===== src/rtl/core/vbbq_pkg.sv =====
// Package for the voice band biquad filter.
// Holds the fixed feedback and gain coefficients, the MAC control struct
// and the shared fixed-point constants. No dependencies.
`default_nettype none

package vbbq_pkg;

  localparam int CoefBits = 24;
  localparam int CoefFrac = 22;
  localparam int OutFrac  = 31;
  localparam int LoBits   = 16;
  localparam int InShift  = 9;

  localparam logic [1:0] COEF_A1   = 2'd0;
  localparam logic [1:0] COEF_A2   = 2'd1;
  localparam logic [1:0] COEF_GAIN = 2'd2;

  localparam logic [1:0] PAIR_LAST = 2'd2;

  typedef struct packed {
    logic       en;
    logic       hi;
    logic [1:0] sel;
    logic [1:0] pair;
  } mac_ctrl_t;

  function automatic logic signed [CoefBits-1:0] coef(input logic [1:0] pair,
                                                      input logic [1:0] sel);
    logic signed [CoefBits-1:0] c;
    c = '0;
    if (sel == COEF_GAIN) begin
      c = 24'sd1715432;
    end else if (sel == COEF_A1) begin
      case (pair)
        2'd0:    c = 24'sd6541709;
        2'd1:    c = -24'sd6125218;
        2'd2:    c = 24'sd248217;
        default: c = '0;
      endcase
    end else begin
      case (pair)
        2'd0:    c = -24'sd2910470;
        2'd1:    c = -24'sd2714334;
        2'd2:    c = 24'sd1547360;
        default: c = '0;
      endcase
    end
    return c;
  endfunction

endpackage

`default_nettype wire


===== src/rtl/core/voice_band_biquad_filter.sv =====
// Top level of the voice band filter: cascaded transposed direct-form-II
// band-pass sections and output gain, sequenced over one shared MAC.
// Depends on vbbq_pkg and vbbq_mac.
//
//   channel   valid        stall        payload
//   input     in_valid_i   in_stall_o   sample_in_i
//   output    out_valid_o  out_stall_i  sample_out_o, clipped_o
//
// Samples are sequenced state by state over the single multiplier,
// which does two partial products per coefficient.
// A new sample is taken while the previous result still waits in the
// output register; the final step holds while that register is stalled.
// Reset clears the section delay state and the sequencer.
`default_nettype none

module voice_band_biquad_filter #(
  parameter int NUM_STAGES = 3,
  parameter int STATE_BITS = 32
) (
  input  wire logic               clk_i,
  input  wire logic               rst_ni,
  input  wire logic               in_valid_i,
  output      logic               in_stall_o,
  input  wire logic signed [15:0] sample_in_i,
  output      logic               out_valid_o,
  input  wire logic               out_stall_i,
  output      logic signed [15:0] sample_out_o,
  output      logic               clipped_o
);

  localparam int XW    = (STATE_BITS > 25) ? STATE_BITS : 25;
  localparam int SumW  = XW + 3;
  localparam int AccW  = STATE_BITS + 25;
  localparam int RW    = AccW - vbbq_pkg::CoefFrac;
  localparam int OW    = AccW - vbbq_pkg::OutFrac;
  localparam int Depth = 2 * NUM_STAGES;
  localparam int IW    = (Depth > 1) ? $clog2(Depth) : 1;
  localparam int SW    = (NUM_STAGES > 1) ? $clog2(NUM_STAGES) : 1;

  localparam logic signed [SumW-1:0] ST_MAX = {{(SumW-STATE_BITS+1){1'b0}},
                                               {(STATE_BITS-1){1'b1}}};
  localparam logic signed [SumW-1:0] ST_MIN = ~ST_MAX;
  localparam logic signed [OW-1:0]   O_MAX  = OW'(32767);
  localparam logic signed [OW-1:0]   O_MIN  = OW'(-32768);

  localparam logic [3:0] S_IDLE = 4'd0;
  localparam logic [3:0] S_Y    = 4'd1;
  localparam logic [3:0] S_M1L  = 4'd2;
  localparam logic [3:0] S_M1H  = 4'd3;
  localparam logic [3:0] S_D1   = 4'd4;
  localparam logic [3:0] S_M2L  = 4'd5;
  localparam logic [3:0] S_M2H  = 4'd6;
  localparam logic [3:0] S_D2   = 4'd7;
  localparam logic [3:0] S_GL   = 4'd8;
  localparam logic [3:0] S_GH   = 4'd9;
  localparam logic [3:0] S_OUT  = 4'd10;

  function automatic logic signed [STATE_BITS-1:0] sat_st(input logic signed [SumW-1:0] v);
    logic signed [SumW-1:0] c;
    c = v;
    if (v > ST_MAX) begin
      c = ST_MAX;
    end else if (v < ST_MIN) begin
      c = ST_MIN;
    end
    return STATE_BITS'(c);
  endfunction

  logic [3:0]                    state_d, state_q;
  logic [SW-1:0]                 stage_d, stage_q;
  logic [1:0]                    pair_d, pair_q;
  logic signed [XW-1:0]          x_d, x_q;
  logic signed [STATE_BITS-1:0]  y_d, y_q;
  logic signed [STATE_BITS-1:0]  dly_q [Depth];
  logic [IW-1:0]                 rd_idx;
  logic [IW-1:0]                 wr_idx;
  logic                          dly_we;
  logic signed [STATE_BITS-1:0]  dly_wdata;
  logic signed [STATE_BITS-1:0]  dly_rd;
  logic signed [AccW-1:0]        acc;
  logic signed [RW-1:0]          rnd_val;
  logic signed [OW-1:0]          out_val;
  vbbq_pkg::mac_ctrl_t           mac_ctrl;
  logic                          out_load;
  logic                          out_valid_q;
  logic signed [15:0]            sample_out_d, sample_out_q;
  logic                          clipped_d, clipped_q;
  logic                          last_stage;

  vbbq_mac #(
    .STATE_BITS(STATE_BITS)
  ) u_mac (
    .clk_i  (clk_i),
    .rst_ni (rst_ni),
    .ctrl_i (mac_ctrl),
    .oper_i (y_q),
    .acc_o  (acc)
  );

  // d1 is read in S_Y and written in S_D1; d2 is read in S_D1 and written in S_D2
  assign rd_idx     = IW'({stage_q, (state_q == S_D1 || state_q == S_D2)});
  assign wr_idx     = IW'({stage_q, (state_q == S_D2)});
  assign dly_rd     = dly_q[rd_idx];
  assign rnd_val    = acc[AccW-1:vbbq_pkg::CoefFrac];
  assign out_val    = acc[AccW-1:vbbq_pkg::OutFrac];
  assign last_stage = (stage_q == SW'(NUM_STAGES - 1));

  always_comb begin
    mac_ctrl      = '0;
    mac_ctrl.pair = pair_q;
    case (state_q)
      S_M1L, S_M1H: begin
        mac_ctrl.en  = 1'b1;
        mac_ctrl.hi  = (state_q == S_M1H);
        mac_ctrl.sel = vbbq_pkg::COEF_A1;
      end
      S_M2L, S_M2H: begin
        mac_ctrl.en  = 1'b1;
        mac_ctrl.hi  = (state_q == S_M2H);
        mac_ctrl.sel = vbbq_pkg::COEF_A2;
      end
      S_GL, S_GH: begin
        mac_ctrl.en  = 1'b1;
        mac_ctrl.hi  = (state_q == S_GH);
        mac_ctrl.sel = vbbq_pkg::COEF_GAIN;
      end
      default: begin
        mac_ctrl.en  = 1'b0;
      end
    endcase
  end

  always_comb begin
    state_d      = state_q;
    stage_d      = stage_q;
    pair_d       = pair_q;
    x_d          = x_q;
    y_d          = y_q;
    dly_we       = 1'b0;
    dly_wdata    = '0;
    out_load     = 1'b0;
    sample_out_d = sample_out_q;
    clipped_d    = clipped_q;
    case (state_q)
      S_IDLE: begin
        if (in_valid_i) begin
          x_d     = XW'(sample_in_i) <<< vbbq_pkg::InShift;
          stage_d = '0;
          pair_d  = '0;
          state_d = S_Y;
        end
      end
      S_Y: begin
        y_d     = sat_st(SumW'(x_q) + SumW'(dly_rd));
        state_d = S_M1L;
      end
      S_M1L:   state_d = S_M1H;
      S_M1H:   state_d = S_D1;
      S_D1: begin
        dly_we    = 1'b1;
        dly_wdata = sat_st(SumW'(rnd_val) + SumW'(dly_rd));
        state_d   = S_M2L;
      end
      S_M2L:   state_d = S_M2H;
      S_M2H:   state_d = S_D2;
      S_D2: begin
        dly_we    = 1'b1;
        dly_wdata = sat_st(SumW'(rnd_val) - SumW'(x_q));
        x_d       = XW'(y_q);
        if (last_stage) begin
          state_d = S_GL;
        end else begin
          stage_d = stage_q + SW'(1);
          pair_d  = (pair_q == vbbq_pkg::PAIR_LAST) ? 2'd0 : pair_q + 2'd1;
          state_d = S_Y;
        end
      end
      S_GL:    state_d = S_GH;
      S_GH:    state_d = S_OUT;
      S_OUT: begin
        if (!out_valid_q || !out_stall_i) begin
          out_load = 1'b1;
          if (out_val > O_MAX) begin
            sample_out_d = 16'sd32767;
            clipped_d    = 1'b1;
          end else if (out_val < O_MIN) begin
            sample_out_d = -16'sd32768;
            clipped_d    = 1'b1;
          end else begin
            sample_out_d = 16'(out_val);
            clipped_d    = 1'b0;
          end
          state_d = S_IDLE;
        end
      end
      default: state_d = S_IDLE;
    endcase
  end

  always_ff @(posedge clk_i or negedge rst_ni) begin
    if (!rst_ni) begin
      state_q     <= S_IDLE;
      stage_q     <= '0;
      pair_q      <= '0;
      out_valid_q <= 1'b0;
    end else begin
      state_q     <= state_d;
      stage_q     <= stage_d;
      pair_q      <= pair_d;
      out_valid_q <= out_load | (out_valid_q & out_stall_i);
    end
  end

  always_ff @(posedge clk_i) begin
    x_q          <= x_d;
    y_q          <= y_d;
    sample_out_q <= sample_out_d;
    clipped_q    <= clipped_d;
  end

  always_ff @(posedge clk_i or negedge rst_ni) begin
    if (!rst_ni) begin
      for (int i = 0; i < Depth; i++) begin
        dly_q[i] <= '0;
      end
    end else if (dly_we) begin
      dly_q[wr_idx] <= dly_wdata;
    end
  end

  assign in_stall_o   = (state_q != S_IDLE);
  assign out_valid_o  = out_valid_q;
  assign sample_out_o = sample_out_q;
  assign clipped_o    = clipped_q;

endmodule

`default_nettype wire


===== src/rtl/core/vbbq_mac.sv =====
// Shared multiply-accumulate unit: state word times Q2.22 coefficient,
// done as two partial products, low then high, rounding constant folded in.
// Depends on vbbq_pkg.
`default_nettype none

module vbbq_mac #(
  parameter int STATE_BITS = 32
) (
  input  wire logic                            clk_i,
  input  wire logic                            rst_ni,
  input  wire vbbq_pkg::mac_ctrl_t             ctrl_i,
  input  wire logic signed [STATE_BITS-1:0]    oper_i,
  output      logic signed [STATE_BITS+24:0]   acc_o
);

  localparam int AccW = STATE_BITS + 25;
  localparam int HiW  = STATE_BITS - vbbq_pkg::LoBits;
  localparam int AW   = (HiW > vbbq_pkg::LoBits + 1) ? HiW : vbbq_pkg::LoBits + 1;

  localparam logic signed [AccW-1:0] RND_SEC = AccW'(64'sd2097152);
  localparam logic signed [AccW-1:0] RND_OUT = AccW'(64'sd2097152 + 64'sd1073741824);

  logic signed [AW-1:0]                     mul_a;
  logic signed [vbbq_pkg::CoefBits-1:0]     mul_b;
  logic signed [AW+vbbq_pkg::CoefBits-1:0]  prod;
  logic signed [AccW-1:0]                   prod_ext;
  logic signed [AccW-1:0]                   acc_d, acc_q;

  always_comb begin
    if (ctrl_i.hi) begin
      mul_a = AW'(signed'(oper_i[STATE_BITS-1:vbbq_pkg::LoBits]));
    end else begin
      mul_a = AW'(signed'({1'b0, oper_i[vbbq_pkg::LoBits-1:0]}));
    end
  end

  assign mul_b    = vbbq_pkg::coef(ctrl_i.pair, ctrl_i.sel);
  assign prod     = mul_a * mul_b;
  assign prod_ext = AccW'(prod);

  always_comb begin
    acc_d = acc_q;
    if (ctrl_i.en) begin
      if (ctrl_i.hi) begin
        acc_d = acc_q + (prod_ext <<< vbbq_pkg::LoBits);
      end else if (ctrl_i.sel == vbbq_pkg::COEF_GAIN) begin
        acc_d = prod_ext + RND_OUT;
      end else begin
        acc_d = prod_ext + RND_SEC;
      end
    end
  end

  always_ff @(posedge clk_i or negedge rst_ni) begin
    if (!rst_ni) begin
      acc_q <= '0;
    end else begin
      acc_q <= acc_d;
    end
  end

  assign acc_o = acc_q;

endmodule

`default_nettype wire

===== config.mk =====
export PLATFORM = sky130hd
export DESIGN_NAME = voice_band_biquad_filter
export DESIGN_NICKNAME = d
export VERILOG_FILES = /design/src/rtl/core/vbbq_pkg.sv /design/src/rtl/core/voice_band_biquad_filter.sv /design/src/rtl/core/vbbq_mac.sv
export SDC_FILE = /design/constraint.sdc
export NUM_CORES = 2
export LEC_CHECK = 0
export BUFFER_PORTS_ARGS = -buffer_cell sky130_fd_sc_hd__buf_4
export CAP_MARGIN = 20
export CORE_AREA = 4 4 287 289
export CTS_CLUSTER_SIZE = 20
export DETAILED_ROUTE_END_ITERATION = 10
export DIE_AREA = 0 0 291 293
export PLACE_DENSITY = 0.62
export SYNTH_ARGS = -nofsm -noshare
export SYNTH_HDL_FRONTEND = slang
export SYNTH_SLANG_ARGS = --single-unit

===== constraint.sdc =====
create_clock -name clk_i -period 10.75 [get_ports clk_i]
set_input_delay 0.5375 -clock clk_i [delete_from_list [all_inputs] [get_ports clk_i]]
set_output_delay 0.5375 -clock clk_i [all_outputs]
set_load 0.02 [all_outputs]

==> impl_metrics.yaml <==
outcome:
  outcome: "completed"
cells_and_area:
  nets: 4820
  regArea_mm2: 0.008488
  multi_input_area_mm2: 0.02545
  antenna_cells: 0
  final_common_cell: "inv_1"
  layout-drive-gt1-share_pct: 7.932
  syn2layout_area_growth_pct: 8.844
  fin_cells: 5233
  postLayoutCellArea_mm2: 0.03977
  final_cell_mix: "541 x inv_1, 493 x nand2_1, 460 x nor2_1"
  num-fill-cells: 7828
logic_synthesis:
  ys_dominant_reg_cell: "dfrtp_1"
  synth_edf_count: 81
  avgSynthCellArea_um2: 8.846
  yosysWarningCount: 0
  postSynthCellCount: 4131
  netlist_area_mm2: 0.03654
  synth.area.top_cells: "fa_1 22%, dfrtp_1 17%, ha_1 8.7%, edfxtp_1 6.7%, inv_1 5.6%"
  synth_seq_cells: 323
  synth_top_area_cell: "fa_1"
  syn-num-nets: 4807
  synth.distinct_cells: 106
  ys_async_sr_fraction_pct: 74.92
  synth.top_cell.area_share_pct: 22.08
  seq_area_frac_synth_pct: 23.23
global_routing:
  grt_max_degree: 89
  overflow: 0
  grtUsageMet2_pct: 43.18
  first_global_vias: 29620
  use_met1_pct: 44.37
  use_met3_pct: 5.329
  grtUsageTotal_pct: 29.00
  grt_antenna_before_repair: 0
  grt-busiest-layer: "met1"
  grt_pass1_wl_mm: 188.7
timing:
  post-route-period-util_pct: 96.30
  slew_headroom_pct: 27.41
  finClkSkew_ns: 0.04198
  slew_viol_final: 0
  rsz0062_at_grt: "true"
  setup_viol: 0
  fmax_mhz: 96.59
  tightest_slew_ns: 1.086
  period_needed_ns: 10.35
  hold_violations: 0
setup_path:
  cpMostUsedCell: "fa_1"
  worstPathMaxFanout: 15
  arrival_ns: 10.86
  worstSetupEndpointType: "register"
  crit_path_max_incr_delay_ns: 0.61
  worstSetupPathType: "register to register"
  worst_setup_path_start_kind: "register"
  critPathRequiredTime_ns: 11.26
  cp_slowest_cell: "fa_1"
clock_network:
  clockBufferDepth: 3
  clock_latency_ns: 0.58
  post_cts_buffers: 0
  cts_root_buf: "clkbuf_16"
  cts.htree.levels: 2
  cts_buffers: 39
  cts_tree: "built"
  cts.reportedPaths.clkPinSlew_ns: 0.07
  cts.sinks: 323
placement:
  placedCellCount: 5156
  io_buffers: 38
  globalplace.congestion: 1.009
  dp_hpwl_mm: 101.6
  placed_area_mm2: 0.03825
die:
  io-pin-count: 39
  initial_utilization_pct: 45.74
  die_w_um: 291
  dieArea_mm2: 0.08526
  core_mm2: 0.07990
  fp.dieH_um: 293
  num_rows: 104
detailed_routing:
  num_vias: 30190
  wirelength_mm: 124.4
  drc_errors: 0
  via_per_inst: 5.770
  drt-wirelength-per-cell_um: 23.76
  drtIter0Drc: 3000
  dr.pass1.iters: 5
  postRouteAntennaNets: 0
flow_run:
  cap_violations: 0
min_path:
  holdCritPathClass: "primary input to register"
-- cells in the mapped netlist (all sizes together), types with 40 or more instances --
master / n
inv: 541
nand2: 501
nor2: 466
fa: 403
a21oi: 391
ha: 253
dfrtp: 242
o21ai: 220
clkbuf: 136
xnor2: 110
edfxtp: 81
a21o: 73
xor2: 69
mux2i: 51
o21a: 42
nand3: 40
-- critical path, delay by kind of cell (launching register included) --
family                   cells  cell delay (ns)
AO/OA/AOI/OAI               12             2.86
XOR/XNOR                     2             0.54
adder cells (fa/ha/maj)      8             4.00
buffers and inverters        7             1.15
flip-flops                   1             0.49
AND/OR/NAND/NOR              6             1.20
-- repair_timing --
item	in CTS	in global routing
endpoints found under the hold margin	6	0
setup endpoints to repair	0	14
gates resized for setup	0	16
hold buffers	1	0
-- layout make-up --
cell class                      instances  area share (%)
Tap cell                             1060           3.334
Inverter                              544           5.134
Timing Repair Buffer                  138           2.822
Clock buffer                           53           2.790
Clock inverter                         17          0.5977
Multi-Input combinational cell       3098           63.98
Sequential cell                       323           21.34
-- metrics by stage --
stage               setup WS (ns)  setup TNS [ns]  util [%]  hold slack [ns]
floorplan                   1.151               0         -           0.2419
global placement           0.4096               0     47.88           0.4621
detailed placement         0.2161               0     47.88           0.4698
CTS                        0.1117               0     49.58           0.2279
global route             -0.03825        -0.07257     49.78           0.2502
finish                     0.3972               0     49.78           0.2578
-- worst paths after layout --
| check | to | start | slack (ns) | depth (start not counted) |
|---|---|---|---|---|
| worst max-delay path | u_mac.acc_o[52]$_DFFE_PN0P_ | state_q[2]$_DFFE_PN0P_ | 0.40 | 35 |
| worst min-delay path | x_q[19]$_DFFE_PP_ | sample_in_i[10] | 0.26 | 3 |
| worst min register to register | dly_q[31]$_DFFE_PN0P_ | dly_q[31]$_DFFE_PN0P_ | 0.48 | 2 |
| max in group asynchronous | dly_q[13]$_DFFE_PN0P_ | rst_ni | 8.62 | 3 |
| worst max register to register | u_mac.acc_o[52]$_DFFE_PN0P_ | state_q[2]$_DFFE_PN0P_ | 0.40 | 35 |
| min in group asynchronous | u_mac.acc_o[52]$_DFFE_PN0P_ | rst_ni | 0.54 | 2 |
-- flip-flops by register name, indices dropped and copies added, names as in the netlist --
signal and cells:
u_mac.acc_o 41, state_q 4, pair_q 2, sample_out_o 16, dly_q 192, x_q 32
stage_q 2, y_q 32, clipped_o 1, out_valid_o 1
-- per-layer routing --
layer	wire (um)	part of all wire (%)	up-vias
li1	-	-	13760
met1	56610	46	15000
met2	53130	43	1273
met3	11520	9.3	161
met4	3095	2.5	0
met5	0	0	-
-- logic make-up (layout without fill, tap and decap cells) --
logic type / Yosys count / after routing / synth area share, %
AOI/OAI and AO/OA: 964 / 964 / 16.61
xor gates and xnor gates: 179 / 179 / 4.331
adders and majority gates: 661 / 661 / 30.88
buffers and inverters: 710 / 752 / 7.420
DFF: 323 / 323 / 23.23
muxes: 84 / 84 / 3.400
and+or+nand+nor: 1210 / 1210 / 14.13
Power is not shown: default switching activity piles up to over one toggle a cycle in this logic, so the estimate is an artifact.
